`src/wrp_pkg.sv`:
```
// shared types and constants for the weighted random pick block
package wrp_pkg;

	// default configuration
	localparam int MAX_ENTRIES_DEF = 64;
	localparam int WEIGHT_BITS_DEF = 16;

	// fixed field widths
	localparam int ID_W     = 16;
	localparam int IN_WT_W  = 16;
	localparam int RAND_W   = 32;
	localparam int PIDX_W   = 6;

	// batch closing info handed from the front to the back
	typedef struct packed {
		logic              bank;
		logic              overflow;
		logic              prev_valid;
		logic              prev_source;
		logic [ID_W-1:0]   prev_id;
		logic [RAND_W-1:0] rand_word;
	} job_info_t;

	// one pick result
	typedef struct packed {
		logic              found;
		logic              source;
		logic [ID_W-1:0]   id;
		logic [PIDX_W-1:0] index;
		logic              overflow;
	} result_t;

endpackage

```
`src/wrp_job_fifo.sv`:
```
// two entry queue of closed batches between front and back
module wrp_job_fifo #(
	parameter int CW = 7
) (
	input  logic               clk,
	input  logic               arst_n,
	input  logic               push,
	input  wrp_pkg::job_info_t push_info,
	input  logic [CW-1:0]      push_cnt,
	input  logic               pop,
	output wrp_pkg::job_info_t head_info,
	output logic [CW-1:0]      head_cnt,
	output logic               full,
	output logic               empty
);

	wrp_pkg::job_info_t info_q [2];
	logic [CW-1:0]      cnt_q [2];
	logic               wptr_q;
	logic               rptr_q;
	logic [1:0]         fill_q;

	assign full      = fill_q == 2'd2;
	assign empty     = fill_q == 2'd0;
	assign head_info = info_q[rptr_q];
	assign head_cnt  = cnt_q[rptr_q];

	// storage
	always_ff @(posedge clk) begin
		if (push) begin
			info_q[wptr_q] <= push_info;
			cnt_q[wptr_q]  <= push_cnt;
		end
	end

	// pointers and fill level
	always_ff @(posedge clk or negedge arst_n) begin
		if (!arst_n) begin
			wptr_q <= 1'b0;
			rptr_q <= 1'b0;
			fill_q <= 2'd0;
		end else begin
			if (push) begin
				wptr_q <= !wptr_q;
			end
			if (pop) begin
				rptr_q <= !rptr_q;
			end
			if (push && !pop) begin
				fill_q <= fill_q + 2'd1;
			end else if (pop && !push) begin
				fill_q <= fill_q - 2'd1;
			end
		end
	end

endmodule

```
`config.mk`:
```
export PLATFORM = sky130hd
export DESIGN_NAME = wrp_job_fifo
export DESIGN_NICKNAME = d
export VERILOG_FILES = /design/src/wrp_pkg.sv /design/src/wrp_job_fifo.sv
export SDC_FILE = /design/constraint.sdc
export NUM_CORES = 1
export LEC_CHECK = 0
export BUFFER_PORTS_ARGS = -buffer_cell sky130_fd_sc_hd__buf_2
export CAP_MARGIN = 5
export CORE_UTILIZATION = 52
export DETAILED_ROUTE_END_ITERATION = 10
export MAX_ROUTING_LAYER = met4
export PLACE_DENSITY = 0.79
export SLEW_MARGIN = 20
export SYNTH_ARGS = -nofsm -noshare
export SYNTH_HDL_FRONTEND = slang
export SYNTH_SLANG_ARGS = --single-unit
```
`constraint.sdc`:
```
create_clock -name clk -period 4.2 [get_ports clk]
set_input_delay 0.84 -clock clk [delete_from_list [all_inputs] [get_ports clk]]
set_output_delay 0.84 -clock clk [all_outputs]
set_load 0.02 [all_outputs]
```
==> impl_metrics.ini <==
[detailed_routing]
first_pass_iters = 4
drt-wirelength-per-cell_um = 15.67
ant_nets = 0
route.vias.total = 2238
drtIter0Drc = 43
finalWirelength_mm = 7.209
drc = 0
vias_per_cell = 4.865

[worst_setup_path]
crit_arrival_ns = 2.05
start_kind = flop
r2r_cells = 2
cp_max_fo = 37
crit-reg2reg-launch = wptr_q
cp.required_ns = 3.36
path_class = reg -> out
end_kind = primary output
r2r-end = info_q[1][12]
reg2reg_slack_ns = 2.44

[clocking]
cts_root_buf = clkbuf_8
post-cts-setup-buffer-count = 0
clock_latency_ns = 0.49
cts_resized = 0
cts_tree = yes
clockBufferDepth = 2
ctsHoldBuffers = 0
numCtsBuffers = 17
htree_levels = 4
clk_pin_slew_worst_paths_ns = 0.05
clkSinkCount = 122

[status]
status = complete, no violations

[power_and_ir_drop]
p_comb_share_pct = 30.3
switchingPower_mw = 1.319
internal-power_mw = 3.160
swShare_pct = 29.45
seq_power_share_pct = 39.2
ir_worst_vdd_mv = 0.4713
p_clk_share_pct = 30.5
powerDensity_nw_per_um2 = 746.4
power_leakage_nw = 2.481

[sta]
tightest_slew_ns = 0.6729
skew_ns = 0.007193
relSlewSlack_pct = 55.14
setup_tns_ns = 0
grt_setup_unrepaired = false
period_share_pct = 68.85
slew_viol_final = 0
fin_crit_ns = 2.892
hold_viol = 0
fmax_ghz = 0.3458
timing.final.ws_setup_ns = 1.308
setup_viol = 0

[global_route]
track_usage_pct = 16.50
grt_max_degree = 61
grt_pass1_wl_mm = 11.18
antenna_found_initial = 0
grt_pass1_vias = 2277
overflow = 0

[die]
die_h_um = 97.55
dieArea_sq_um = 9515
fp.dieW_um = 97.55
ioPinCount = 124
core_area_sq_um = 8763
start_util_pct = 54.17
rows = 34

[min_path]
hold_class = in -> async

[yosys]
syn_area_per_cell_sq_um = 23.74
ys_top_cells_by_area = edfxtp_1 (75%), mux2_4 (19%), buf_12 (2.5%)
syn-num-nets = 264
yosysSeqAreaShare_pct = 76.75
yosys.area.top_type_share_pct = 74.64
yosysTopAreaCell = edfxtp_1
ys_warn_count = 0
synth-seq-cells = 122
netlist_area_sq_um = 4747
synth_cells = 200
ys_types = 12

[layout]
finish.utilization_pct = 68.49
synthToLayoutAreaGrowth_pct = 26.44
post_route_cells_drive_above_1_share_pct = 61.93
final_nets = 403
diodes = 0

[placed_design]
place_hpwl_mm = 4.752
numPortBuffers = 123
place.gp.congestion = 0.6355
dpl_worst_slack_ns = 1.645

[run]
drv_cap = 0
[critical path, cell delays in order, from the launching register on]
cell and delay [ns]:
dfrtp_4 0.73, buf_16 0.32, mux2_4 0.34, buf_2 0.16
[final cells by class]
type | instances | area (sq um)
Inverter | 1 | 3.754
Fill cell | 574 | 2761
Clock inverter | 14 | 155.1
Sequential cell | 122 | 3647
Tap cell | 108 | 135.1
Multi-Input combinational cell | 70 | 977.2
Clock buffer | 18 | 417.9
Timing Repair Buffer | 127 | 665.6
[per-stage QoR]
step	instances	hold WS (ns)	cell area, sq um	power (mW)
after floorplan	200	0.4555	4747	2.887
after global placement	427	0.4766	5401	3.122
after detailed placement	427	0.4778	5401	3.149
after CTS	459	0.1236	5974	4.526
after global routing	460	0.1158	6002	4.671
final	460	0.1424	6002	4.480
[cell families after synthesis]
kind of cell,Yosys count,synth area share (%)
xor gates and xnor gates,5,0.9225
adders and majority gates,1,0.2635
buffers and inverters,8,2.847
DFF,122,76.75
muxes,59,18.66
and+or+nand+nor,5,0.5536
[how the worst max path moves through the flow]
stage	end	start	cells past startpoint	slack (ns)
2_1_floorplan	cnt_q[0][0]	push	1	0.28
3_3_place_gp	head_cnt[3]	rptr_q	2	1.65
3_5_place_dp	head_info[29]	rptr_q	2	1.65
4_1_cts	head_info[29]	rptr_q	2	1.11
5_1_grt	head_info[49]	rptr_q	3	1.21
6_report	head_info[49]	rptr_q	3	1.31
[cell usage in the layout (no fill, tap or decap)]
cell type,synthesis,routed
inv_1,1,1
buf_16,0,1
ha_1,1,1
bufinv_16,0,3
xor2_1,4,4
dfrtp_4,0,1
clkbuf_8,0,1
nor2b_1,2,1
dfrtp_1,4,3
edfxtp_1,118,118
xnor2_1,1,1
clkbuf_16,0,16
nor2_1,2,2
clkinv_2,0,5
nor2b_4,0,1
buf_4,0,3
clkinvlp_4,0,2
buf_2,0,123
and2_2,0,1
clkinv_1,0,2
clkbuf_1,0,1
clkinv_4,0,2
mux2_4,59,59
[registers in the layout, summed over array words and instances, names as in the netlist]
name    cells
rptr_q      1
fill_q      2
cnt_q      14
info_q    104
wptr_q      1
[metal layers]
| metal | wire length, um | vias up | track usage [%] |
|---|---|---|---|
| li1 | - | 1067 | - |
| met1 | 3146 | 1077 | 20.24 |
| met2 | 3557 | 84 | 25.17 |
| met3 | 401 | 10 | 5.252 |
| met4 | 104 | 0 | 7.466 |
| met5 | 0 | - | - |
[synth_stat cells]
library cell and count:
edfxtp_1 118, mux2_4 59, buf_12 6, dfrtp_1 4, xor2_1 4, nor2_1 2
nor2b_1 2, and2_1 1, buf_6 1, ha_1 1, inv_1 1, xnor2_1 1
[power by group through the flow]
stage	sequential, mW	combinational (mW)	clock, mW
floorplan	1.71	1.18	0
global placement	1.86	1.26	0
detailed placement	1.88	1.27	0
CTS	1.85	1.28	1.40
global route	1.78	1.44	1.45
finish	1.76	1.36	1.37
No activity file was read; power rests on OpenSTA's default activity.
