==> config.mk <==
export PLATFORM = sky130hd
export DESIGN_NAME = wrp_back
export DESIGN_NICKNAME = d
export VERILOG_FILES = /design/src/wrp_pkg.sv /design/src/wrp_back.sv
export SDC_FILE = /design/constraint.sdc
export NUM_CORES = 2
export LEC_CHECK = 0
export BUFFER_PORTS_ARGS = -buffer_cell sky130_fd_sc_hd__buf_2
export CAP_MARGIN = 0
export CORE_ASPECT_RATIO = 1.25
export CORE_MARGIN = 5
export CORE_UTILIZATION = 60
export CTS_CLUSTER_SIZE = 25
export DETAILED_ROUTE_END_ITERATION = 6
export PLACE_DENSITY = 0.78
export SLEW_MARGIN = 20
export SYNTH_ARGS = -nofsm -noshare
export SYNTH_HDL_FRONTEND = slang
export SYNTH_SLANG_ARGS = --single-unit
==> constraint.sdc <==
create_clock -name clk -period 9 [get_ports clk]
set_input_delay 2.7 -clock clk [delete_from_list [all_inputs] [get_ports clk]]
set_output_delay 2.7 -clock clk [all_outputs]
set_load 0.005 [all_outputs]
==> src/wrp_pkg.sv <==
// shared types and constants for the weighted random pick block
package wrp_pkg;

	// default configuration
	localparam int MAX_ENTRIES_DEF = 64;
	localparam int WEIGHT_BITS_DEF = 16;

	// fixed field widths
	localparam int ID_W     = 16;
	localparam int IN_WT_W  = 16;
	localparam int RAND_W   = 32;
	localparam int PIDX_W   = 6;

	// batch closing info handed from the front to the back
	typedef struct packed {
		logic              bank;
		logic              overflow;
		logic              prev_valid;
		logic              prev_source;
		logic [ID_W-1:0]   prev_id;
		logic [RAND_W-1:0] rand_word;
	} job_info_t;

	// one pick result
	typedef struct packed {
		logic              found;
		logic              source;
		logic [ID_W-1:0]   id;
		logic [PIDX_W-1:0] index;
		logic              overflow;
	} result_t;

endpackage

==> src/wrp_back.sv <==
// back end: sum pass, scaled roll and scan pass over one stored batch
module wrp_back #(
	parameter int MAX_ENTRIES = wrp_pkg::MAX_ENTRIES_DEF,
	parameter int WEIGHT_BITS = wrp_pkg::WEIGHT_BITS_DEF,
	localparam int IW   = $clog2(MAX_ENTRIES),
	localparam int CW   = $clog2(MAX_ENTRIES + 1),
	localparam int EW   = WEIGHT_BITS + wrp_pkg::ID_W + 2,
	localparam int AW   = IW + 1,
	localparam int TOTW = WEIGHT_BITS + CW
) (
	input  logic               clk,
	input  logic               arst_n,
	input  logic               avoid_repeat,
	input  logic               fifo_empty,
	input  wrp_pkg::job_info_t head_info,
	input  logic [CW-1:0]      head_cnt,
	output logic               pop,
	output logic               ram_re,
	output logic [AW-1:0]      ram_raddr,
	input  logic [EW-1:0]      ram_rdata,
	output logic               out_valid,
	input  logic               out_stall,
	output wrp_pkg::result_t   out_res
);

	typedef enum logic [6:0] {
		ST_IDLE  = 7'b0000001,
		ST_SUM   = 7'b0000010,
		ST_ROLL1 = 7'b0000100,
		ST_ROLL2 = 7'b0001000,
		ST_ROLL3 = 7'b0010000,
		ST_SCAN  = 7'b0100000,
		ST_DONE  = 7'b1000000
	} back_state_t;

	back_state_t                state_q;
	logic [CW-1:0]              ridx_q;
	logic                       rvld_q;
	logic [IW-1:0]              rpos_q;
	logic [1:0]                 cand_cnt_q;
	logic                       kept_any_q;
	logic [TOTW-1:0]            tot_all_q;
	logic [TOTW-1:0]            tot_kept_q;
	logic                       filt_q;
	logic [TOTW-1:0]            tot_q;
	logic [63:0]                plo_q;
	logic [63:0]                phi_q;
	logic [TOTW-1:0]            roll_q;
	logic [TOTW-1:0]            run_q;
	logic                       hit_q;
	logic                       found_q;
	logic                       psrc_q;
	logic [wrp_pkg::ID_W-1:0]   pid_q;
	logic [IW-1:0]              ppos_q;
	logic                       out_valid_q;
	wrp_pkg::result_t           out_res_q;

	logic                       e_src;
	logic [wrp_pkg::ID_W-1:0]   e_id;
	logic [WEIGHT_BITS-1:0]     e_w;
	logic                       e_en;
	logic                       cand;
	logic                       match;
	logic                       keep;
	logic                       issue;
	logic                       pass_end;
	logic                       out_free;
	logic [TOTW-1:0]            run_next;
	logic [63:0]                tot_ext;
	logic [63:0]                roll_sum;
	logic [IW+wrp_pkg::PIDX_W-1:0] pos_ext;

	// entry decode of the returned table word
	assign e_src = ram_rdata[EW-1];
	assign e_id  = ram_rdata[EW-2 -: wrp_pkg::ID_W];
	assign e_w   = ram_rdata[WEIGHT_BITS:1];
	assign e_en  = ram_rdata[0];
	assign cand  = e_en && (e_w != '0) && (e_id != '0);
	assign match = (e_src == head_info.prev_source) && (e_id == head_info.prev_id);
	assign keep  = cand && !(filt_q && match);

	// table read sequencing for both passes
	assign issue     = ((state_q == ST_SUM) || (state_q == ST_SCAN)) && (ridx_q < head_cnt);
	assign pass_end  = (ridx_q == head_cnt) && !rvld_q;
	assign ram_re    = issue;
	assign ram_raddr = {head_info.bank, ridx_q[IW-1:0]};

	// roll from two 32 by 32 partial products
	assign tot_ext  = 64'(tot_q);
	assign roll_sum = phi_q + {32'b0, plo_q[63:32]};
	assign run_next = run_q + TOTW'(e_w);

	// result handoff
	assign out_free = !out_valid_q || !out_stall;
	assign pop      = (state_q == ST_DONE) && out_free;
	assign pos_ext  = {{wrp_pkg::PIDX_W{1'b0}}, ppos_q};
	assign out_valid = out_valid_q;
	assign out_res   = out_res_q;

	// pass control, accumulators and pick tracking
	always_ff @(posedge clk or negedge arst_n) begin
		if (!arst_n) begin
			state_q     <= ST_IDLE;
			ridx_q      <= '0;
			rvld_q      <= 1'b0;
			rpos_q      <= '0;
			cand_cnt_q  <= 2'd0;
			kept_any_q  <= 1'b0;
			tot_all_q   <= '0;
			tot_kept_q  <= '0;
			filt_q      <= 1'b0;
			tot_q       <= '0;
			plo_q       <= '0;
			phi_q       <= '0;
			roll_q      <= '0;
			run_q       <= '0;
			hit_q       <= 1'b0;
			found_q     <= 1'b0;
			psrc_q      <= 1'b0;
			pid_q       <= '0;
			ppos_q      <= '0;
			out_valid_q <= 1'b0;
			out_res_q   <= '0;
		end else begin
			rvld_q <= issue;
			if (issue) begin
				ridx_q <= ridx_q + CW'(1);
				rpos_q <= ridx_q[IW-1:0];
			end
			if (out_valid_q && !out_stall && (state_q != ST_DONE)) begin
				out_valid_q <= 1'b0;
			end
			case (state_q)
				ST_IDLE: begin
					if (!fifo_empty) begin
						ridx_q     <= '0;
						cand_cnt_q <= 2'd0;
						kept_any_q <= 1'b0;
						tot_all_q  <= '0;
						tot_kept_q <= '0;
						filt_q     <= 1'b0;
						state_q    <= ST_SUM;
					end
				end
				ST_SUM: begin
					// count candidates and sum both totals in one pass
					if (rvld_q && cand) begin
						cand_cnt_q <= (cand_cnt_q == 2'd2) ? 2'd2 : cand_cnt_q + 2'd1;
						tot_all_q  <= tot_all_q + TOTW'(e_w);
						if (!match) begin
							kept_any_q <= 1'b1;
							tot_kept_q <= tot_kept_q + TOTW'(e_w);
						end
					end
					if (pass_end) begin
						if (avoid_repeat && head_info.prev_valid && (cand_cnt_q == 2'd2)
							&& kept_any_q) begin
							filt_q <= 1'b1;
							tot_q  <= tot_kept_q;
						end else begin
							filt_q <= 1'b0;
							tot_q  <= tot_all_q;
						end
						state_q <= ST_ROLL1;
					end
				end
				ST_ROLL1: begin
					plo_q   <= 64'(head_info.rand_word) * 64'(tot_ext[31:0]);
					state_q <= ST_ROLL2;
				end
				ST_ROLL2: begin
					phi_q   <= 64'(head_info.rand_word) * 64'(tot_ext[63:32]);
					state_q <= ST_ROLL3;
				end
				ST_ROLL3: begin
					roll_q  <= roll_sum[TOTW-1:0];
					ridx_q  <= '0;
					run_q   <= '0;
					hit_q   <= 1'b0;
					found_q <= 1'b0;
					psrc_q  <= 1'b0;
					pid_q   <= '0;
					ppos_q  <= '0;
					state_q <= ST_SCAN;
				end
				ST_SCAN: begin
					// first kept entry whose running sum passes the roll
					if (rvld_q && keep && !hit_q) begin
						run_q   <= run_next;
						found_q <= 1'b1;
						psrc_q  <= e_src;
						pid_q   <= e_id;
						ppos_q  <= rpos_q;
						if (run_next > roll_q) begin
							hit_q <= 1'b1;
						end
					end
					if (pass_end) begin
						state_q <= ST_DONE;
					end
				end
				ST_DONE: begin
					if (out_free) begin
						out_valid_q        <= 1'b1;
						out_res_q.found    <= found_q;
						out_res_q.source   <= psrc_q;
						out_res_q.id       <= pid_q;
						out_res_q.index    <= pos_ext[wrp_pkg::PIDX_W-1:0];
						out_res_q.overflow <= head_info.overflow;
						state_q            <= ST_IDLE;
					end
				end
				default: begin
					state_q <= ST_IDLE;
				end
			endcase
		end
	end

endmodule

==> metrics.txt <==
status completed; max cap viols 0; met3 Use GR 0.0341; Clk Latency, worst-skew pair between 0.5 and 0.6 ns; pin count of the biggest net entering global routing between 90 and 100; GRT Residual Overflow 0; final wirelength around 87 mm; Die Span X 224 microns; area of the multi-input gates ~26000 sq um; Row Count between 90 and 100; fin nets a little under 5000; Port Buf Inserts 130; Simple-Gate Fraction of Synth Area 0.167; dpl cell area 36700 sq um; CP required between 9 and 10 ns; slack of the critical path around 0.19 ns; power density over cell area about 72 nW/um^2; Total GRT Usage 0.285; slew margin rel. 0.214; worst reg2reg path depth 25; cell total after placement 4595; worst r2r src tot_q[7]; Post-Syn Area 34200 sq um; EDFF count, synth 0; CTS tree built; Yosys top cell area share 0.368; reg2reg end plo_q[54]; slowest stage cell, crit path fa_1; Hold Crit Endpoint plo_q[38]; largest family of logic cells by synthesized area adder cells; xor-xnor portion of the synthesized cell area 0.0256; critical path type in2reg; CP arrival 9.22 ns; storage element area 5360 sq um; placer congestion estimate 0.924; first-pass GRT wire length 142 mm; total CTS buffers 21; Hold Crit Start plo_q[38]; detailed placement HPWL approximately 71 mm; worst-path maximum fanout 12; number of global-route vias before repair 28400; final worst path period share 0.979; Finished Cell Area 37500 sq um; core footprint 56900 sq um; worst path buffer plus inverter count 6; Max clock buf depth 3; CTS H-tree depth 1; hold slack 0.482 ns; Die Area 62000 sq um; Mapped Nets 4693; Routed wire per std cell 18.7 microns; Async SR Flop Fraction 1.00; Top cell by count, worst path fa_1; Post-DRT Antenna Nets 0; most common cell in the netlist inv_1; Layout Cells excl Fill ~4600; met1 Use GR 0.333; Pins Over Slew Limit 0; clk slew on worst S/H paths roughly 0.080 ns; minimum clock period 8.81 ns; max frequency around 110 MHz; DRT iter0 DRCs 1436; delay-heaviest family, CP adder cells; Setup violations, final 0; fillcell total 4508; clock sink count 214; Boundary Pins around 130; Hold Fails Final Rpt 0; hold path cells 2; reg-to-reg slack, setup 1.43 ns; Cell variety after synth 75; syn avg cell area approximately 9.2 sq um; synthesized instance count 3707; Top FF cell, synth dfrtp_1; mux cell area share after synthesis 0.0254; #FFs+latches synth between 200 and 250; TNS Setup 0 ns; startpoint types input port; final core occ 0.659; Synth Area in Compound Gates 0.0645; die span in y around 280 microns; met2 Use GR 0.503; worst hold path class reg2reg; most used routing layer met2; Root Buffer Master clkbuf_16; YS warnings 0; initial antenna violation count 5; Crit. End Element register; Pleak 19.4 nW; clock skew 0.0213 ns; ratio of cells with drive above 1 in the final layout 0.116; Power, Total ~2.7 mW; initial core utilization 0.602; Via Count between 20000 and 30000; synth cell count leaders inv_1, fa_1, nand2_1, and2_1, ha_1; sequential area share after synthesis 0.156; Worst-Margin Slew between 1 and 1.5 ns; VDD IR max approximately 0.00016 V; drt first pass iters 6; Post-route DRC 0; vias per inst 5.62; post-synthesis adder-cell area fraction 0.462; synth top area cells fa_1, dfrtp_1, ha_1; Max stage delay on crit path roughly 0.62 ns; Yosys top cell by area fa_1; Synth-to-Final Area Change 9.47%; pre-CTS setup slack -0.539 ns
-- kinds of logic after synthesis --
| group | count (synthesis) |
|---|---|
| AND/OR/NAND/NOR | 1190 |
| flip-flops | 214 |
| AO/OA/AOI/OAI | 340 |
| XOR/XNOR | 100 |
| adder cells (fa/ha/maj) | 888 |
| multiplexers | 80 |
| buffers and inverters | 895 |
-- layout by cell type (no fill, tap or decap), types with 15 or more instances in the layout --
cell       synthesis  final
a21oi_1           85     80
a22o_1            16     16
buf_4              7    190
o21ai_0           96     93
clkbuf_16          0     21
inv_1            709    707
ha_1             259    258
o31ai_1           18     18
and3_1            16     16
mux2_2            54     54
nor4_1            16     15
and2_1           326    326
nand3_1           71     70
fa_1             629    626
nor3_1            17     17
mux2i_1           26     26
a21o_1            30     30
nor2_1            70     70
dfrtp_1          213    213
nand4_1           25     25
nand2_1          603    603
xor2_1            39     39
buf_2              6    112
xnor2_1           61     61
-- repair_timing --
action,4_1_cts,5_1_grt
hold buffers,0,0
pin swaps,0,16
gates resized for setup,1,50
endpoints found under the hold margin,0,0
setup buffers,0,1
setup endpoints to repair,1,10
-- power by group --
group	switching, mW	internal, mW
Combinational	0.446	0.305
Sequential	0.0600	1.02
Clock	0.395	0.481
Total	0.902	1.81
-- sequential cells by signal, indices dropped and copies added, names as in the netlist --
| signal | count |
|---|---|
| roll_q | 23 |
| psrc_q | 1 |
| filt_q | 1 |
| ridx_q | 7 |
| plo_q | 23 |
| hit_q | 1 |
| tot_kept_q | 23 |
| ppos_q | 6 |
| state_q | 7 |
| found_q | 1 |
| tot_all_q | 23 |
| kept_any_q | 1 |
| cand_cnt_q | 2 |
| run_q | 23 |
| tot_q | 23 |
| rvld_q | 1 |
| pid_q | 16 |
| out_valid | 1 |
| rpos_q | 6 |
| out_res | 25 |
-- layout make-up --
class | instances | area share
diodes | 3 | 0.000200
clock buffers | 28 | 0.0153
clock inverters | 9 | 0.00247
inverters | 710 | 0.0711
multi-input cells | 2598 | 0.682
flip-flops and latches | 214 | 0.143
well taps | 750 | 0.0250
repair buffers | 324 | 0.0606
-- layer usage --
layer / wire length [microns] / vias up
met1: 30600 / 13000
met3: 5130 / 372
met2: 44400 / 1000
met4: 6480 / 4
li1: - / 11700
met5: 34 / -
-- worst max-delay path by stage --
stage	slack (ns)	cells past startpoint	from	end
after floorplan	0.08	24	head_info[29]	plo_q[53]
after global placement	-0.41	27	head_info[11]	plo_q[53]
after detailed placement	-0.54	27	head_info[11]	plo_q[53]
after CTS	0.06	24	head_info[25]	plo_q[54]
after global routing	-0.01	25	head_info[17]	plo_q[54]
final	0.19	25	head_info[19]	plo_q[54]
-- worst register-to-register path: cells and delay by family, from the launching register on --
| family | cells | cell delay (ns) |
|---|---|---|
| AND/OR/NAND/NOR | 4 | 0.64 |
| XOR/XNOR | 1 | 0.16 |
| buffers and inverters | 5 | 0.55 |
| adder cells (fa/ha/maj) | 8 | 3.67 |
| AO/OA/AOI/OAI | 7 | 1.50 |
| flip-flops | 1 | 0.97 |
Power figures use the tool's default switching activity.
