===== src/wrp_ram.sv =====
// generic single write port, single registered read port ram
module wrp_ram #(
	parameter int WIDTH = 8,
	parameter int DEPTH = 16,
	localparam int AW = $clog2(DEPTH)
) (
	input  logic             clk,
	input  logic             we,
	input  logic [AW-1:0]    waddr,
	input  logic [WIDTH-1:0] wdata,
	input  logic             re,
	input  logic [AW-1:0]    raddr,
	output logic [WIDTH-1:0] rdata
);

	logic [WIDTH-1:0] mem_q [DEPTH];
	logic [WIDTH-1:0] rdata_q;

	// write port
	always_ff @(posedge clk) begin
		if (we) begin
			mem_q[waddr] <= wdata;
		end
	end

	// registered read port
	always_ff @(posedge clk) begin
		if (re) begin
			rdata_q <= mem_q[raddr];
		end
	end

	assign rdata = rdata_q;

endmodule


===== config.mk =====
export PLATFORM = sky130hd
export DESIGN_NAME = wrp_ram
export DESIGN_NICKNAME = d
export VERILOG_FILES = /design/src/wrp_ram.sv
export SDC_FILE = /design/constraint.sdc
export NUM_CORES = 1
export LEC_CHECK = 0
export BUFFER_PORTS_ARGS = -buffer_cell sky130_fd_sc_hd__buf_2
export CAP_MARGIN = 10
export CORE_MARGIN = 1
export CORE_UTILIZATION = 55
export CTS_BUF_LIST = sky130_fd_sc_hd__clkbuf_8
export CTS_CLUSTER_DIAMETER = 200
export CTS_CLUSTER_SIZE = 40
export DETAILED_ROUTE_END_ITERATION = 8
export MAX_ROUTING_LAYER = met4
export PLACE_DENSITY = 0.73
export SETUP_SLACK_MARGIN = 0.4
export SLEW_MARGIN = 20
export SYNTH_ARGS = -nofsm -noshare
export SYNTH_HDL_FRONTEND = slang
export SYNTH_SLANG_ARGS = --single-unit

===== constraint.sdc =====
create_clock -name clk -period 2.55 [get_ports clk]
set_clock_uncertainty 0.15 [all_clocks]
set_input_delay 0.3825 -clock clk [delete_from_list [all_inputs] [get_ports clk]]
set_output_delay 0.3825 -clock clk [all_outputs]
set_load 0.03 [all_outputs]

==> results of run 1 <==
## routing by layer
layer | vias up | wire length (µm) | share of wire [%] | global-route usage (%)
li1 | 1091 | - | - | -
met1 | 1251 | 4050 | 43 | 30.2
met2 | 108 | 4690 | 50 | 34.0
met3 | 10 | 600 | 6.4 | 6.32
met4 | 0 | 106 | 1.1 | 9.50
met5 | - | 0 | 0 | -
## registers in the layout, indices dropped and copies added (netlist names)
signal  count
rdata       8
mem_q     128
## cells in the mapped netlist, drive strengths merged
master / n
nand3b: 2
buf: 7
nor2: 13
and2b: 1
or3b: 1
clkdlybuf4s25: 3
nand3: 1
nand2b: 2
nor3: 4
nand2: 9
and2: 1
a22oi: 16
mux4: 32
edfxtp: 136
nor2b: 1
## logic make-up after synthesis
logic type	Yosys count	share of synthesized area [%]
and+or+nand+nor	35	3.14
buffers and inverters	10	1.65
muxes	32	14.8
DFF	136	78.1
AOI/OAI and AO/OA	16	2.30
## path summary, 6_finish.rpt
kind | from | to | slack (ns) | cells past startpoint
setup / recovery | raddr[1] | rdata[3] | 0.80 | 5
hold / removal | re | rdata[2] | 0.18 | 1
setup reg to reg | mem_q[9][3] | rdata[3] | 0.87 | 3
hold reg to reg | mem_q[12][4] | rdata[4] | 0.60 | 3
## through the flow
step,power (mW),hold slack [ns],utilization [%]
after global placement,2.82,0.574,60.6
after floorplan,2.72,0.331,-
after detailed placement,2.83,0.580,60.6
final,4.55,0.176,65.0
after CTS,4.59,0.160,65.0
after global routing,4.71,0.152,65.0
## layout make-up
class / count / share of cell area [%]
Clock inverter: 15 / 2.94
Sequential cell: 136 / 68.0
Clock buffer: 17 / 3.90
Multi-Input combinational cell: 83 / 17.6
Tap cell: 129 / 2.69
Timing Repair Buffer: 46 / 4.88
## power breakdown
part	internal, mW	switching, mW	total [mW]
Combinational	0.0967	0.147	0.244
Sequential	2.52	0.0130	2.53
Clock	0.969	0.811	1.78
Total	3.58	0.971	4.55
==> run metrics, run 1 <==
status=finished, final reports clean; Max VDD drop=~0.00058 V; Max Root-Sink Buffers=2; min Tclk post-route=about 1.8 ns; core area=~9000 µm²; Req. time, crit path=between 2 and 3 ns; Root Driver=clkbuf_8; die area=9900 µm²; PwrDens=about 760 nW/µm²; Post-Syn Area=between 5000 and 6000 µm²; Post-Syn Nets=approximately 250; hold-fix buffers at CTS=0; Die Height=about 99 µm; syn avg cell area=roughly 23 µm²; Detailed Routing Iterations Pass 1=5; Setup Buffers After CTS=0; final worst-path setup slack=0.795 ns; clock slew at reported path FFs=about 0.08 ns; antenna-violating nets left=0; sequential-to-total area share from yosys stat=between 70% and 80%; Arrival @ worst endpoint=about 1.8 ns; Worst Setup End Kind=flop; initial antenna violation count=0; critical setup path kind=input port to flop; per-cell routed wire length=22.2 µm; area share of the largest cell type after synthesis=about four fifths; # DRC=0; Slowest-stage cell, CP=buf_2; Post-Place Cell Area=~5600 µm²; pre-CTS setup slack=0.358 ns; final wirelength=9450 µm; max incr delay on CP=0.41 ns; number of global-route vias before repair=2509; share of cells above drive strength 1=a little under a third; routability cong.=0.814; storage element area=4080 µm²; crit-path cells=buf_2 > buf_4 > mux4_1 > a22oi_1 > nand2_1; Post-DP HPWL=about 6100 µm; number of diodes=0; Final Hold Vio Count=0; Inst Count DP=slightly below 400; worst skew pair latency=~0.42 ns; most common library cell in the layout ignoring fill and taps=edfxtp_1; CP startpoint kind=input port; area of the multi-input gates=1060 µm²; Fillers=approximately 600; Total GRT Usage=22.8%; largest net degree at the start of global routing=33; Total Neg Setup Slack=0 ns; Hold Path Class=input port to flop; Vias per Instance=5.77; worst-margin pin slew=between 0.7 and 0.8 ns; CTS tree=yes; Leak Pwr=just over 2 nW; via count=approximately 2500; Synth cell types=18; DR iter-0 viols=roughly 230; CTS Buf Count=17; Critical path buffers and inverters=2; fin area=~6000 µm²; H-tree depth=4; Initial Utilization=56.6%; area leader, netlist=edfxtp_1; Cells after Synth=around 230; TritonCTS Sinks=136; Slew Viols, Final=0; grt ovf=0; # port buffers=26; FMAX=about 570 MHz; Finished Layout Cells=approximately 430; first-pass GRT wire length=approximately 15000 µm; RSZ-0062 raised after global routing=false; Final Cycle Share=68.8%; commonest cells after routing, fill and taps aside=136 x edfxtp_1, 26 x buf_2, 19 x buf_4; Synth area leaders=edfxtp_1 78%, mux4_2 7.8%, mux4_1 7.0%, a22oi_1 2.3%, nor2_1 0.93%; fin nets=between 300 and 400; I/O pin cnt=27; CP Max Fanout=21; die width=99.5 µm; crit-path leading delay family=buffers and inverters; Rows=35; Yosys reg bits=136; # Max-Cap Violations=0; P&R area growth vs syn=14.9%; Slew headroom=around half; Synth Warn #=0; # setup viols final=0; Post-CTS Resized=0
(Power assumes the default switching activity.)
==> run 2: changes to the inputs <==
- PLACE_DENSITY: 0.73 -> 0.76
- clock period: 2.55 -> 1.44 ns (I/O delays scaled with it)
==> run metrics, run 2 (synthesized netlist as in run 1, its figures left out) <==
commonest cells after routing, fill and taps aside=136 x edfxtp_1, 32 x mux4_2, 19 x buf_12; Final Util=71.6% (+6.6 points); Die Height=99.5 µm (unchanged); I/O pin cnt=27 (unchanged); worst-margin pin slew=0.921 ns (+0.162 ns); die width=99.5 µm (unchanged); Worst Setup End Kind=flop; final wirelength=9650 µm (+2.1%); DR top layer=met4; fin nets=325 (+7.3%); CP startpoint kind=flop; Vias per Instance=5.65 (-2.1%); min Tclk post-route=approximately 1.6 ns; first-pass GRT wire length=14600 µm (-1.2%); Leak Pwr=2.17 nW (+7.6%); # port buffers=26 (unchanged); Final Hold Vio Count=0 (unchanged); Post-Place Cell Area=6030 µm² (+7.7%); antenna-violating nets left=0 (unchanged); via count=2532 (+2.9%); number of flip-flops in the largest register=128 (unchanged); Post-DP HPWL=6420 µm (+5.3%); PwrDens=1200 nW/µm² (+59%); worst hold slack=0.0205 ns (-0.156 ns); Req. time, crit path=1.46 ns (-1.11 ns); # setup viols final=8 (+8); Slew Viols, Final=0 (unchanged); Slowest-stage cell, CP=mux4_2; per-cell routed wire length=21.5 µm (-2.9%); Root Driver=clkbuf_8; routability cong.=0.726 (-11%); crit-path cells=mux4_2 > a22oi_2 > nand2_1; Total Neg Setup Slack=-0.646 ns (-0.646 ns); clock slew at reported path FFs=0.08 ns (about the same); worst skew pair latency=0.43 ns (about the same); violated checks=setup timing; CP startpoint=mem_q[11][4]; grt ovf=0 (unchanged); share of cells above drive strength 1=48.6% (+17 points); max incr delay on CP=0.49 ns (+0.08 ns); CTS tree=yes; largest net degree at the start of global routing=18 (-45%); Hold Path Class=input port to flop; Rows=35 (unchanged); pre-CTS setup slack=-0.472 ns (-0.830 ns); Max Root-Sink Buffers=2 (unchanged); Met2 Wirelength=5150 µm (+9.7%); die area=9900 µm² (unchanged); Detailed Routing Iterations Pass 1=4 (-1); # Max-Cap Violations=0 (unchanged); P&R area growth vs syn=26.5%; min-delay src=wdata[0]; Final Cycle Share=108%; number of global-route vias before repair=2627 (+4.7%); initial antenna violation count=0 (unchanged); Initial Utilization=56.6% (unchanged); Slew headroom=38.5% (-11 points); Arrival @ worst endpoint=1.57 ns (-0.21 ns); status=finished with violations; Total GRT Usage=22.5% (-0.35 points); RSZ-0062 raised after global routing=true; Metal-1 WL=3570 µm (-12%); FMAX=around 640 MHz; # DRC=0 (unchanged); critical setup path kind=flop to flop; Max VDD drop=0.000638 V (+10%); core area=9240 µm² (unchanged); met3 wire len=812 µm (+35%); TritonCTS Sinks=136 (unchanged); Reg2Reg Launch Point=mem_q[11][4]; CTS Buf Count=17 (unchanged); largest register by flop count=mem_q; H-tree depth=4 (unchanged); Hold Crit Depth=1 (unchanged); number of diodes=0 (unchanged); DR iter-0 viols=138 (-41%); final worst-path setup slack=-0.111 ns (-0.906 ns); CP Max Fanout=1 (-95%); R2R cell count=3 (unchanged); most common library cell in the layout ignoring fill and taps=edfxtp_1; fin area=6610 µm² (+10%)
==> run 2: per-layer routing <==
layer / vias to the layer above / global-route usage [%]
met5: - / -
met4: 0 / 7.47
met3: 11 / 5.55
met2: 116 / 36.2
met1: 1281 / 28.5
li1: 1124 / -
==> run 2: where the power goes <==
group	switching [mW]	internal, mW
Combinational	0.316	0.295
Clock	1.47	1.39
Sequential	0.0296	4.45
Total	1.82	6.14
==> run 2: final cells by class <==
type                    count  area (µm²)
clock buffers              17         234
fillers                   545        2630
flip-flops and latches    136        4080
multi-input cells          83        1210
well taps                 129         161
clock inverters            15         144
repair buffers             68         777
==> run 2: critical path: cells and delay by family (launching register included) <==
family	cells	cell delay (ns)
AOI/OAI and AO/OA	1	0.22
DFF	1	0.37
and+or+nand+nor	1	0.07
muxes	1	0.49
==> run 2: path summary, 6_finish.rpt <==
check                     end  slack [ns]
setup / recovery     rdata[4]       -0.11
hold / removal    mem_q[2][0]        0.02
setup reg to reg     rdata[4]       -0.11
hold reg to reg      rdata[3]        0.59
==> run 2: timing repair <==
action	4_1_cts	5_1_grt
hold buffers	5	0
cloned	0	0
gates resized for setup	29	3
buffers inserted	0	2
pin swaps	8	4
endpoints found under the setup margin	75	76
hold endpoints to repair	28	0
==> run 2: metrics by stage <==
stage,power (mW),cells
floorplan,4.87,229
global placement,5.10,409
detailed placement,5.12,409
CTS,7.99,446
global route,8.19,448
finish,7.96,448
==> run 3: changes to the inputs <==
- CAP_MARGIN: 10 -> default
- CELL_PAD_IN_SITES_DETAIL_PLACEMENT: default -> 0
- CELL_PAD_IN_SITES_GLOBAL_PLACEMENT: default -> 1
- CORE_UTILIZATION: 55 -> 50
- PLACE_DENSITY: 0.76 -> default
- PLACE_DENSITY_LB_ADDON: default -> 0.1
- clock period: 1.44 -> 1.4 ns (I/O delays scaled with it)
==> run metrics, run 3 (synthesized netlist as in run 1, its figures left out) <==
status=finished with violations; violated checks=setup timing; CP Max Fanout=1 (unchanged); DR iter-0 viols=116 (-16%); share of cells above drive strength 1=44.3% (-4.3 points); commonest cells after routing, fill and taps aside=136 x edfxtp_1, 32 x mux4_2, 17 x clkbuf_8, 17 x buf_12, 16 x buf_2; Final Hold Vio Count=0 (unchanged); Critical path buffers and inverters=0 (unchanged); grt ovf=0 (unchanged); # DRC=0 (unchanged); fin nets=322 (-0.92%); crit-path cells=mux4_2 > a22oi_2 > nand2_1; Die Height=104 µm (+4.8%); Metal-1 WL=3880 µm (+8.7%); reg-to-reg setup timing slack=-0.16 ns (-0.05 ns); Finished Layout Cells=447 (-0.22%); CTS Buf Count=17 (unchanged); Total Neg Setup Slack=-1.03 ns (-0.388 ns); die area=10900 µm² (+9.8%); number of diodes=0 (unchanged); Root Driver=clkbuf_8; critical setup path kind=flop to flop; number of flip-flops in the largest register=128 (unchanged); TritonCTS Sinks=136 (unchanged); number of global-route vias before repair=2658 (+1.2%); DR top layer=met4; Leak Pwr=2.14 nW (-1.3%); # Max-Cap Violations=0 (unchanged); Max VDD drop=0.000572 V (-10%); final worst-path setup slack=-0.163 ns (-0.0523 ns); via count=2490 (-1.7%); met3 wire len=430 µm (-47%); first-pass GRT wire length=15200 µm (+3.8%); Vias per Instance=5.57 (-1.4%); Arrival @ worst endpoint=1.59 ns (+0.02 ns); Rows=36 (+2.9%); Post-DP HPWL=6500 µm (+1.1%); H-tree depth=4 (unchanged); Final Cycle Share=112% (+4.0 points); pre-CTS setup slack=-0.500 ns (-0.0279 ns); worst-margin pin slew=0.806 ns (-0.115 ns); Slew headroom=46.2% (+7.7 points); Max Root-Sink Buffers=2 (unchanged); I/O pin cnt=27 (unchanged); Slew Viols, Final=0 (unchanged); Initial Utilization=52.5% (-4.1 points); max incr delay on CP=0.47 ns (-0.02 ns); Met2 Wirelength=5200 µm (+0.97%); largest net degree at the start of global routing=22 (+4); antenna-violating nets left=0 (unchanged); Worst Setup End Kind=flop; crit-path leading delay family=multiplexers; Inst Count DP=410 (+0.24%); Total GRT Usage=20.6% (-1.9 points); hold-fix buffers at CTS=5 (unchanged); Slowest-stage cell, CP=mux4_2; Detailed Routing Iterations Pass 1=4 (unchanged); Hold Path Class=input port to flop; RSZ-0062 raised after global routing=true; min Tclk post-route=1.56 ns (+0.0123 ns); per-cell routed wire length=21.4 µm (-0.42%); # port buffers=26 (unchanged); largest register by flop count=mem_q; P&R area growth vs syn=24.2%; Fillers=686 (+26%); core area=9950 µm² (+7.7%); initial antenna violation count=0 (unchanged); most common library cell in the layout ignoring fill and taps=edfxtp_1; CP startpoint kind=flop; # setup viols final=8 (unchanged); CTS tree=yes; die width=104 µm (+4.8%); Req. time, crit path=1.42 ns (-0.04 ns); clock slew at reported path FFs=0.07 ns (about the same); PwrDens=1200 nW/µm² (-0.27%); FMAX=640 MHz (-0.79%); Final Util=65.2% (-6.3 points); worst skew pair latency=0.42 ns (about the same); final wirelength=9580 µm (-0.64%); routability cong.=0.702 (-3.2%)
[run 3: metrics by stage]
step	hold WS, ns	power [mW]	cell area (µm²)
2_1_floorplan	0.159	5.01	5380
3_3_place_gp	0.445	5.25	6010
5_1_grt	-0.0161	8.07	6490
6_report	0.00912	7.79	6490
3_5_place_dp	0.447	5.26	6010
4_1_cts	-0.0201	7.87	6470
[run 3: final cells by class]
class / instances / area, µm² / share of cell area, %
Tap cell: 133 / 166 / 2.56
Sequential cell: 136 / 4080 / 62.9
Clock inverter: 13 / 77.6 / 1.19
Timing Repair Buffer: 65 / 729 / 11.2
Multi-Input combinational cell: 83 / 1200 / 18.5
Clock buffer: 17 / 234 / 3.60
[run 3: worst paths after layout]
path                     start       end  depth (start not counted)
setup / recovery  mem_q[10][5]  rdata[5]                          3
hold / removal              re  rdata[7]                          1
setup reg to reg  mem_q[10][5]  rdata[5]                          3
hold reg to reg    mem_q[6][0]  rdata[0]                          3
[run 3: timing repair]
item,in CTS,in global routing
buffers inserted,1,1
resized for setup,27,3
pin swaps,4,3
hold endpoints to repair,56,8
endpoints found under the setup margin,88,92
[run 3: report_power, final]
group          switching, mW  internal, mW
Clock                   1.26          1.31
Combinational          0.321         0.289
Sequential            0.0293          4.59
[run 3: per-layer routing]
metal  up-vias  track usage (%)
li1       1115                -
met2        68             33.0
met5         -                -
met4         0             6.73
met1      1299             25.4
met3         8             5.89
