===== config.mk =====
export PLATFORM = sky130hd
export DESIGN_NAME = wrp_front
export DESIGN_NICKNAME = d
export VERILOG_FILES = /design/src/wrp_pkg.sv /design/src/wrp_front.sv
export SDC_FILE = /design/constraint.sdc
export NUM_CORES = 1
export LEC_CHECK = 0
export ABC_CLOCK_PERIOD_IN_PS = 2000
export BUFFER_PORTS_ARGS = -buffer_cell sky130_fd_sc_hd__buf_2
export CORE_AREA = 2 2 75 77
export CTS_CLUSTER_DIAMETER = 80
export DETAILED_ROUTE_END_ITERATION = 7
export DIE_AREA = 0 0 77 79
export GPL_TIMING_DRIVEN = 0
export PLACE_DENSITY = 0.68
export SYNTH_ARGS = -nofsm -noshare
export SYNTH_HDL_FRONTEND = slang
export SYNTH_SLANG_ARGS = --single-unit
export TNS_END_PERCENT = 5

===== constraint.sdc =====
create_clock -name clk -period 2 [get_ports clk]
set_input_delay 0.2 -clock clk [delete_from_list [all_inputs] [get_ports clk]]
set_output_delay 0.2 -clock clk [all_outputs]
set_load 0.03 [all_outputs]

===== src/wrp_pkg.sv =====
// shared types and constants for the weighted random pick block
package wrp_pkg;

	// default configuration
	localparam int MAX_ENTRIES_DEF = 64;
	localparam int WEIGHT_BITS_DEF = 16;

	// fixed field widths
	localparam int ID_W     = 16;
	localparam int IN_WT_W  = 16;
	localparam int RAND_W   = 32;
	localparam int PIDX_W   = 6;

	// batch closing info handed from the front to the back
	typedef struct packed {
		logic              bank;
		logic              overflow;
		logic              prev_valid;
		logic              prev_source;
		logic [ID_W-1:0]   prev_id;
		logic [RAND_W-1:0] rand_word;
	} job_info_t;

	// one pick result
	typedef struct packed {
		logic              found;
		logic              source;
		logic [ID_W-1:0]   id;
		logic [PIDX_W-1:0] index;
		logic              overflow;
	} result_t;

endpackage


===== src/wrp_front.sv =====
// front end: stores entries of a batch and closes the batch into a job
module wrp_front #(
	parameter int MAX_ENTRIES = wrp_pkg::MAX_ENTRIES_DEF,
	parameter int WEIGHT_BITS = wrp_pkg::WEIGHT_BITS_DEF,
	localparam int IW = $clog2(MAX_ENTRIES),
	localparam int CW = $clog2(MAX_ENTRIES + 1),
	localparam int EW = WEIGHT_BITS + wrp_pkg::ID_W + 2,
	localparam int AW = IW + 1
) (
	input  logic                          clk,
	input  logic                          arst_n,
	input  logic                          in_valid,
	output logic                          in_stall,
	input  logic                          source,
	input  logic [wrp_pkg::ID_W-1:0]      icon_id,
	input  logic [wrp_pkg::IN_WT_W-1:0]   weight,
	input  logic                          enabled,
	input  logic                          last,
	input  logic                          prev_valid,
	input  logic                          prev_source,
	input  logic [wrp_pkg::ID_W-1:0]      prev_id,
	input  logic [wrp_pkg::RAND_W-1:0]    rand_word,
	input  logic                          fifo_full,
	output logic                          ram_we,
	output logic [AW-1:0]                 ram_waddr,
	output logic [EW-1:0]                 ram_wdata,
	output logic                          push,
	output wrp_pkg::job_info_t            push_info,
	output logic [CW-1:0]                 push_cnt
);

	logic          cnt_lt_max;
	logic          accept;
	logic [CW-1:0] cnt_q;
	logic          ovf_q;
	logic          bank_q;
	logic [WEIGHT_BITS+wrp_pkg::IN_WT_W-1:0] wt_ext;

	// a request is taken whenever the job queue has room
	assign in_stall   = fifo_full;
	assign accept     = in_valid && !fifo_full;
	assign cnt_lt_max = cnt_q < CW'(MAX_ENTRIES);

	// keep only the low weight bits
	assign wt_ext = {{WEIGHT_BITS{1'b0}}, weight};

	// table write into the bank being filled
	assign ram_we    = accept && cnt_lt_max;
	assign ram_waddr = {bank_q, cnt_q[IW-1:0]};
	assign ram_wdata = {source, icon_id, wt_ext[WEIGHT_BITS-1:0], enabled};

	// job handed to the back on the last entry
	assign push                  = accept && last;
	assign push_cnt              = cnt_lt_max ? cnt_q + CW'(1) : cnt_q;
	assign push_info.bank        = bank_q;
	assign push_info.overflow    = ovf_q || !cnt_lt_max;
	assign push_info.prev_valid  = prev_valid;
	assign push_info.prev_source = prev_source;
	assign push_info.prev_id     = prev_id;
	assign push_info.rand_word   = rand_word;

	// batch fill count, drop flag and bank select
	always_ff @(posedge clk or negedge arst_n) begin
		if (!arst_n) begin
			cnt_q  <= '0;
			ovf_q  <= 1'b0;
			bank_q <= 1'b0;
		end else if (accept) begin
			if (last) begin
				cnt_q  <= '0;
				ovf_q  <= 1'b0;
				bank_q <= !bank_q;
			end else if (cnt_lt_max) begin
				cnt_q <= cnt_q + CW'(1);
			end else begin
				ovf_q <= 1'b1;
			end
		end
	end

endmodule


==> results of run 1 <==
-- cell families after synthesis --
kind of cell | after synthesis | synth area share (%)
flip-flops | 9 | 18.26
buffers and inverters | 97 | 58.52
adder cells (fa/ha/maj) | 1 | 1.014
XOR/XNOR | 6 | 4.260
multiplexers | 1 | 0.9127
AO/OA/AOI/OAI | 8 | 5.681
AND/OR/NAND/NOR | 21 | 11.36
-- final cells by class --
| cell class | count | area [sq um] | share of cell area, % |
|---|---|---|---|
| clock buffer | 4 | 45.04 | 2.353 |
| buffer | 95 | 714.4 | 37.32 |
| sequential | 9 | 225.2 | 11.76 |
| timing repair buffer | 108 | 545.5 | 28.50 |
| multi-input combinational | 37 | 286.5 | 14.97 |
| tap | 72 | 90.09 | 4.706 |
| inverter | 2 | 7.507 | 0.3922 |
-- state kept, by name, indices dropped and copies added (netlist names) --
name and cells:
ovf_q 1, cnt_q 7, bank_q 1
-- timing repair --
action	in CTS	in global routing
resized for setup	0	0
hold buffers	1	0
hold endpoints to repair	9	0
-- how the worst min path moves through the flow --
stage                                 to  startpoint  cells past startpoint  slack (ns)
floorplan             bank_q$_DFFE_PN0P_      arst_n                      0        -0.1
global placement    cnt_q[3]$_DFFE_PN0P_      arst_n                      1        0.07
global route        cnt_q[3]$_DFFE_PN0P_        last                      3        0.39
detailed placement  cnt_q[3]$_DFFE_PN0P_      arst_n                      1        0.07
finish              cnt_q[2]$_DFFE_PN0P_      arst_n                      2        0.36
CTS                 cnt_q[2]$_DFFE_PN0P_      arst_n                      2        0.37
-- synthesized netlist by cell type (2+ instances only) --
cell type / n
a22o_1: 3
and2_1: 3
nor4_1: 2
buf_4: 93
nor2_1: 4
inv_1: 2
or2_2: 2
a311o_1: 2
nand2b_1: 3
dfrtp_1: 9
xnor2_1: 5
-- routing by layer --
layer	GRT usage [%]	wire [um]	vias to the layer above
li1	-	-	591
met1	9.110	955	522
met2	17.63	1679	101
met3	4.318	477	5
met4	3.750	44	0
met5	0	0	-
-- power by group --
| part | leakage (nW) | total, mW | internal (mW) | switching (mW) |
|---|---|---|---|---|
| registers | 0.115 | 0.252 | 0.209 | 0.0430 |
| clock network | 0.0228 | 0.217 | 0.139 | 0.0779 |
| logic | 1.04 | 0.712 | 0.291 | 0.421 |
==> results.md, run 1 <==
- Placement Setup Slack: 0.5342 ns
- Antenna fix cells: 0
- Clk_lat worst skew: 0.24 ns
- Syn_nets: 233
- Required @ worst endpoint: 1.80 ns
- Die W: 77 um
- Post-Place Cells: between 300 and 400
- LEAKAGE: 1.174 nW
- CP Depth: 4
- Share of the synthesized area in the top cell type: 56.59%
- Max Cap Violations: 0
- Die H: 79 um
- Most used DFF post-synth: dfrtp_1
- Core box area: 5338 sq um
- Worst-margin pin slew: 0.2905 ns
- Flop2flop setup slack: 0.60 ns
- Min-Delay Path Class: in -> async
- Run status: finished, final reports clean
- Peak supply drop: 0.0001785 V
- Setup crit start: cnt_q[0]$_DFFE_PN0P_
- Nets: 346
- Max Clock Freq: ~590 MHz
- Routed len/inst: 9.651 um
- CTS buffer count: 3
- Synth unique cells: 26
- Unrepaired setup endpoints after global routing: no
- Detail Placement HPWL: 2.767 mm
- Crit-path cells: ha_1, nand4b_1, xnor2_1, buf_2
- H-tree levels: 1
- Critical path's top delay family: flip-flops
- Clock Skews: 0.002964 ns
- Final Instance Area: around 1900 sq um
- Initial drt markers: 40
- Initial Util: a little under a quarter
- Share of cells above drive strength 1: 81.96%
- Seq cells post-synth: 9
- Crit path to: push_cnt[4]
- Worst path bufs/invs: 1
- Slowest cell on crit path: dfrtp_1
- Power Total: 1.181 mW
- TritonRoute pass-1 iters: 4
- Initial antenna violation count: 0
- Row Count: 27
- Slew headroom: 80.36%
- Min Clock Period, post-route: 1.707 ns
- Die Area: 6083 sq um
- Tot GR Track Use: 9.472%
- WHS: 0.3603 ns
- CP Max Fanout: 5
- Commonest non-fill, non-tap cell in the layout: buf_2
- Worst R2R Path Depth: 4
- Final worst setup slack: 0.2928 ns
- Worst r2r dst: cnt_q[5]$_DFFE_PN0P_
- PwrDens: 617.2 nW/um^2
- Most frequent cells in the layout: 108 x buf_2, 93 x buf_4, 9 x dfrtp_1
- CTS clk-pin slew, worst paths: ~0.05 ns
- Final setup viols: 0
- Max Slew Vio Count: 0
- Placed Area: between 1500 and 2000 sq um
- Setup_tns: 0 ns
- Fin crit share: approximately 85%
- IO Count: 192
- Pin count of the biggest net entering global routing: 11
- DR vias: 1219
- Buffers on Ports: 107
- Clock Path Buffers: 2
- Fill cells: 563
- Cells after Synth: 143
- Dominant cell type by area after synthesis: buf_4
- CTS tree: built
- Syn avg cell area: around 8.6 sq um
- DRC viols: 0
- Area Growth Syn to Fin: 55.17%
- Util after Layout: a little over a third
- DRT antenna net count: 0
- Vias in the first global route: 1076
- Synth warn: 0
- CP Capture Type: output port
- Crit path DAT: 1.51 ns
- CP Launch Type: flop
- Root Buffer: clkbuf_8
- Sequential share of the synthesized area: between 10% and 20%
- Synth Cell Area: 1234 sq um
- Crit-path max cell delay: 0.47 ns
- Finished Layout Cells: 327
- Worst r2r src: cnt_q[6]$_DFFE_PN0P_
- Fraction of registers with async set/reset: 100.0%
- DR vias/cell: 3.728
- Number of synthesized flops with an enable pin: 0
- Placer Congestion: 0.7448
- Area contributors post-synth: buf_4 57%, dfrtp_1 18%, xnor2_1 3.5%
- Final Hold Viols: 0
- First-pass GRT wire length: 4.629 mm
- Grt ovf: 0
- Routed WL: 3.156 mm
- Setup Buffers After CTS: 0
- CP Class: reg -> out
- Num Clock Sinks: 9
No activity file was read; power rests on OpenSTA's default activity.
==> run 2: changes to the inputs <==
--- a/config.mk
+++ b/config.mk
@@ -5,14 +5,15 @@
 export SDC_FILE = /design/constraint.sdc
 export NUM_CORES = 1
 export LEC_CHECK = 0
+export ABC_AREA = 1
 export ABC_CLOCK_PERIOD_IN_PS = 2000
 export BUFFER_PORTS_ARGS = -buffer_cell sky130_fd_sc_hd__buf_2
-export CORE_AREA = 2 2 75 77
+export CORE_AREA = 2 2 74 76
 export CTS_CLUSTER_DIAMETER = 80
 export DETAILED_ROUTE_END_ITERATION = 7
-export DIE_AREA = 0 0 77 79
+export DIE_AREA = 0 0 76 78
 export GPL_TIMING_DRIVEN = 0
-export PLACE_DENSITY = 0.68
+export PLACE_DENSITY = 0.7
 export SYNTH_ARGS = -nofsm -noshare
 export SYNTH_HDL_FRONTEND = slang
 export SYNTH_SLANG_ARGS = --single-unit
==> results.md, run 2 <==
- Run status: finished, final reports clean
- Post-CTS Resized: 0
- Clock Path Buffers: 2
- Antenna fix cells: 0
- Slew headroom: 83.35%
- Synth Cell Area: approximately 1200 sq um
- Synth warn: 0
- Placer Congestion: approximately 0.84
- Grt ovf: 0
- Initial Util: about a quarter
- Top flop regs: cnt_q (7), bank_q (1), ovf_q (1)
- Crit path DAT: 1.50 ns
- Fin crit share: 85.04%
- CP Launch Type: flop
- CP Capture Type: output port
- H-tree levels: 1
- DRT antenna net count: 0
- DR vias: between 1000 and 1500
- Initial drt markers: 54
- Core box area: 5042 sq um
- HP Start: fifo_full
- Hold_buf cts: 1
- Detail Placement HPWL: 3.322 mm
- First-pass GRT wire length: between 5 and 6 mm
- Most frequent cells in the layout: 107 x buf_2, 93 x buf_4, 27 x nand2_1
- DR vias/cell: 3.613
- IO Count: 192
- Row Count: 26
- Setup_tns: 0 ns
- Area Growth Syn to Fin: 54.53%
- Number of synthesized flops with an enable pin: 0
- Placement Setup Slack: about 0.52 ns
- CP Class: reg -> out
- Die W: 76 um
- Syn avg cell area: 7.359 sq um
- Met2 GRT Util: 21.61%
- DRC viols: 0
- Min Clock Period, post-route: 1.701 ns
- Initial antenna violation count: 0
- Final setup viols: 0
- Pin count of the biggest net entering global routing: 10
- Clock Skews: 0.002001 ns
- Peak supply drop: ~0.00019 V
- Util after Layout: 38.11%
- Met3 Track Usage GR: under 10%
- Die H: 78 um
- Unrepaired setup endpoints after global routing: no
- Vias in the first global route: around 1200
- Max Cap Violations: 0
- Min-Delay Path Class: in -> reg
- Fraction of registers with async set/reset: 100.0%
- Die Area: between 5000 and 6000 sq um
- Flop2flop setup slack: 0.70 ns
- Setup Buffers After CTS: 0
- Cells after Synth: 169
- Most used DFF post-synth: dfrtp_1
- GR peak layer: met2
- Required @ worst endpoint: 1.80 ns
- Worst-margin pin slew: roughly 0.25 ns
- Dominant cell type by area after synthesis: buf_4
- Clk_lat worst skew: 0.23 ns
- Max Clock Freq: roughly 590 MHz
- Hold path depth: 3
- Syn_nets: 259
- PwrDens: 571.9 nW/um^2
- CP Max Fanout: 4
- Routed len/inst: 10.37 um
- Commonest non-fill, non-tap cell in the layout: buf_2
- LEAKAGE: 1.235 nW
- Synth unique cells: 23
- Worst r2r src: cnt_q[0]$_DFFE_PN0P_
- Buffers on Ports: 107
- TritonRoute pass-1 iters: 4
- Placed Area: 1867 sq um
- Final Instance Area: between 1500 and 2000 sq um
- Count leader, synth: buf_4
- Share of the synthesized area in the top cell type: between 50% and 60%
- Sequential cell area: 225.2 sq um
- Fill cells: 523
- Area contributors post-synth: buf_4 56%, dfrtp_1 18%, nand2_1 8.1%
- Worst r2r dst: cnt_q[4]$_DFFE_PN0P_
- Worst R2R Path Depth: 8
- CTS clk-pin slew, worst paths: around 0.040 ns
- Hold Path End: cnt_q[3]$_DFFE_PN0P_
- CTS tree: built
- Grt met1 use: 11.41%
- Max reg flops: 7
- Most instantiated cells after synthesis: 93 x buf_4, 27 x nand2_1, 15 x inv_1, 9 x dfrtp_1, 3 x nor2_1
- Final worst setup slack: between 0.2 and 0.3 ns
- Nets: 372
- Tot GR Track Use: 11.16%
- Root Buffer: clkbuf_8
- WHS: 0.2903 ns
- Num Clock Sinks: 9
- Share of cells above drive strength 1: 75.09%
- CTS buffer count: 3
- Multi-input logic area: 260.3 sq um
- Max Slew Vio Count: 0
- Biggest register: cnt_q
- Seq cells post-synth: 9
- Routed WL: 3.641 mm
- Final Hold Viols: 0
- Sequential share of the synthesized area: 18.11%
[run 2: cell types whose count changed in the layout (fill, tap and decap cells not counted), moves of 2 or more]
cell / change
nand2_1: +26
nand2b_1: -3
xnor2_1: -4
inv_1: +13
nand2_2: +2
a311o_1: -2
o22ai_1: +2
nor4_1: -2
and2_1: -2
o21ai_0: +2
a22o_1: -3
[run 2: worst max-delay path by stage]
| stage | start | endpoint | slack [ns] | cells after the start |
|---|---|---|---|---|
| 6_report | cnt_q[0]$_DFFE_PN0P_ | push_cnt[4] | 0.30 | 6 |
| 5_1_grt | cnt_q[1]$_DFFE_PN0P_ | push_cnt[4] | 0.19 | 7 |
| 4_1_cts | cnt_q[0]$_DFFE_PN0P_ | push_cnt[4] | 0.28 | 6 |
| 3_5_place_dp | cnt_q[0]$_DFFE_PN0P_ | push_cnt[4] | 0.52 | 6 |
| 3_3_place_gp | cnt_q[0]$_DFFE_PN0P_ | push_cnt[4] | 0.55 | 6 |
| 2_1_floorplan | cnt_q[0]$_DFFE_PN0P_ | cnt_q[4]$_DFFE_PN0P_ | 0.64 | 8 |
[run 2: critical path, cell delays in order, from the launching register on]
cell and delay, ns:
dfrtp_1 0.42, ha_1 0.22, nand2_1 0.06, nor2_1 0.18
nand3b_1 0.09, nand2_1 0.10, buf_2 0.20
[run 2: metal layers]
metal  wire length (um)  vias to the layer above
met5                  0                        -
met4                 57                        0
met3                354                        5
met2               2030                       95
met1               1199                      524
li1                   -                      644
[run 2: through the flow]
step	total power, mW	cells
global route	1.162	351
floorplan	0.7479	169
detailed placement	0.8960	346
CTS	1.111	351
finish	1.099	351
global placement	0.8925	346
[run 2: cells by family (layout without fill, tap and decap cells)]
| logic type | after synthesis | in the layout | synth area share [%] |
|---|---|---|---|
| XOR/XNOR | 1 | 1 | 0.7044 |
| adder cells (fa/ha/maj) | 1 | 1 | 1.006 |
| flip-flops | 9 | 9 | 18.11 |
| AO/OA/AOI/OAI | 8 | 8 | 3.923 |
| buffers and inverters | 109 | 221 | 60.97 |
| AND/OR/NAND/NOR | 41 | 41 | 15.29 |
[run 2: final cells by class]
cell class,instances,share of cell area [%]
Buffer,93,36.33
Tap cell,70,4.557
Clock buffer,4,2.344
Inverter,16,3.125
Sequential cell,9,11.72
Multi-Input combinational cell,51,13.54
Timing Repair Buffer,108,28.39
[run 2: report_power, final]
group,switching (mW),total [mW],internal [mW]
clock,0.0706,0.209,0.139
combinational,0.397,0.661,0.264
sequential,0.0253,0.229,0.203
==> run 3: changes to the inputs <==
--- a/config.mk
+++ b/config.mk
@@ -8,12 +8,13 @@
 export ABC_AREA = 1
 export ABC_CLOCK_PERIOD_IN_PS = 2000
 export BUFFER_PORTS_ARGS = -buffer_cell sky130_fd_sc_hd__buf_2
-export CORE_AREA = 2 2 74 76
+export CELL_PAD_IN_SITES_DETAIL_PLACEMENT = 1
+export CELL_PAD_IN_SITES_GLOBAL_PLACEMENT = 1
+export CORE_UTILIZATION = 18
 export CTS_CLUSTER_DIAMETER = 80
 export DETAILED_ROUTE_END_ITERATION = 7
-export DIE_AREA = 0 0 76 78
 export GPL_TIMING_DRIVEN = 0
-export PLACE_DENSITY = 0.7
+export PLACE_DENSITY_LB_ADDON = 0.1
 export SYNTH_ARGS = -nofsm -noshare
 export SYNTH_HDL_FRONTEND = slang
 export SYNTH_SLANG_ARGS = --single-unit
==> results.md, run 3 (synthesized netlist as in run 2, its figures left out) <==
- Crit-path cells: ha_1, nand2_1, nor2_1, nand2_1, nand2_1, nand2_1, buf_2
- DR vias: 1314
- Setup Buffers After CTS: 0
- Hold Path End: cnt_q[3]$_DFFE_PN0P_
- Clock Path Buffers: 2
- Detail Placement HPWL: 3.496 mm
- Max Cap Violations: 0
- DR vias/cell: 3.670
- Biggest register: cnt_q
- Final Hold Viols: 0
- Area Growth Syn to Fin: 55.23%
- Run status: finished, final reports clean
- Worst-margin pin slew: approximately 0.28 ns
- First-pass GRT wire length: 5.761 mm
- WHS: about 0.29 ns
- Buffers on Ports: 107
- Vias in the first global route: 1272
- NetSw: 501.9 uW
- DRC viols: 0
- Max Clock Freq: 568.5 MHz
- CTS buffer count: 3
- Initial Util: about a fifth
- Slowest cell on crit path: dfrtp_1
- TritonRoute pass-1 iters: 2
- Commonest non-fill, non-tap cell in the layout: buf_2
- Fin crit share: 87.96%
- Root Buffer: clkbuf_8
- Crit-path max cell delay: 0.43 ns
- Peak supply drop: 0.0001591 V
- Clk_lat worst skew: 0.24 ns
- Row Count: 29
- CP Class: reg -> out
- Worst R2R Path Depth: 8
- CP Max Fanout: 4
- CP Capture Type: output port
- IO Count: 192
- Clock share of power: 19.6%
- HP Start: fifo_full
- CTS clk-pin slew, worst paths: 0.05 ns
- CP most frequent cell: nand2_1
- Required @ worst endpoint: between 1.5 and 2 ns
- DRT antenna net count: 0
- H-tree levels: 1
- Fill cells: 844
- Core box area: 6495 sq um
- Placer Congestion: 0.6875
- Routed WL: 3.842 mm
- Unrepaired setup endpoints after global routing: no
- Switching part of the total power: 45.29%
- Hold path depth: 3
- Most frequent cells in the layout: 107 x buf_2, 93 x buf_4, 27 x nand2_1
- PwrDens: 574.1 nW/um^2
- Flop2flop setup slack: about 0.65 ns
- Nets: 372
- Worst r2r dst: cnt_q[4]$_DFFE_PN0P_
- Min Clock Period, post-route: 1.759 ns
- Num Clock Sinks: 9
- Antenna fix cells: 0
- Share of cells above drive strength 1: 75.09%
- CTS tree: built
- Max Slew Vio Count: 0
- Worst r2r src: cnt_q[0]$_DFFE_PN0P_
- Sequential share of power: 20.6%
- Initial drt markers: 15
- Post-Place Cells: 353
- Clock Skews: 0.0004589 ns
- Routed len/inst: 10.73 um
- Pin count of the biggest net entering global routing: 10
- Final setup viols: 0
- Grt ovf: 0
- Top flop regs: cnt_q (7), bank_q (1), ovf_q (1)
- Min-Delay Path Class: in -> reg
- Slew headroom: ~81%
- Die Area: about 7200 sq um
- Max reg flops: 7
- Die W: 85.12 um
- Crit path DAT: 1.56 ns
- Power Total: 1.108 mW
- Combinational Power Share: 59.8%
- Internal power: between 600 and 700 uW
- Initial antenna violation count: 0
- CP Launch Type: flop
- Setup_tns: 0 ns
- Hold_buf cts: 1
- Finished Layout Cells: 358
- Post-CTS Resized: 0
- Tot GR Track Use: 10.02%
- Die H: 85.12 um
- LEAKAGE: 1.235 nW
[run 3: cell counts in the layout (fill, tap and decap cells not counted)]
No cell type changed its count.
[run 3: worst max-delay path by stage]
stage / startpoint / end
2_1_floorplan: cnt_q[0]$_DFFE_PN0P_ / cnt_q[4]$_DFFE_PN0P_
3_3_place_gp: cnt_q[0]$_DFFE_PN0P_ / push_cnt[4]
3_5_place_dp: cnt_q[0]$_DFFE_PN0P_ / push_cnt[4]
4_1_cts: cnt_q[0]$_DFFE_PN0P_ / push_cnt[4]
5_1_grt: cnt_q[0]$_DFFE_PN0P_ / push_cnt[4]
6_report: cnt_q[0]$_DFFE_PN0P_ / push_cnt[4]
[run 3: routing by layer]
layer  global-route usage [%]  up-vias  share of wire [%]
li1                         -      640                  -
met1                    9.552      578                 32
met2                    20.45       92                 56
met3                    2.918        4                 12
met4                    2.773        0               0.68
met5                        0        -                  0
[run 3: cell type report]
class                           count  area [sq um]  area share, %
Sequential cell                     9         225.2          11.67
Inverter                           16         60.06          3.111
Timing Repair Buffer              108         545.5          28.26
Tap cell                           77         96.34          4.990
Multi-Input combinational cell     51         260.3          13.48
Clock buffer                        4         45.04          2.333
Buffer                             93         698.2          36.16
[run 3: power groups by stage]
stage          Clock, mW  Sequential, mW  Combinational (mW)
2_1_floorplan          0           0.225               0.523
3_3_place_gp           0           0.231               0.668
3_5_place_dp           0           0.231               0.670
4_1_cts            0.229           0.230               0.672
5_1_grt            0.235           0.234               0.706
6_report           0.218           0.228               0.662
[run 3: worst max-delay path: cells and delay by family (launching register included)]
kind | cells | cell delay [ns]
flops | 1 | 0.43
buf+inv | 1 | 0.18
fa+ha+maj | 1 | 0.23
simple gates | 5 | 0.48
[run 3: metrics by stage]
stage / util (%) / worst slack [ns] / area (sq um)
floorplan: - / 0.6357 / 1244
global placement: 28.88 / 0.4944 / 1876
detailed placement: 28.88 / 0.4761 / 1876
CTS: 29.72 / 0.2051 / 1931
global route: 29.72 / 0.06705 / 1931
finish: 29.72 / 0.2409 / 1931
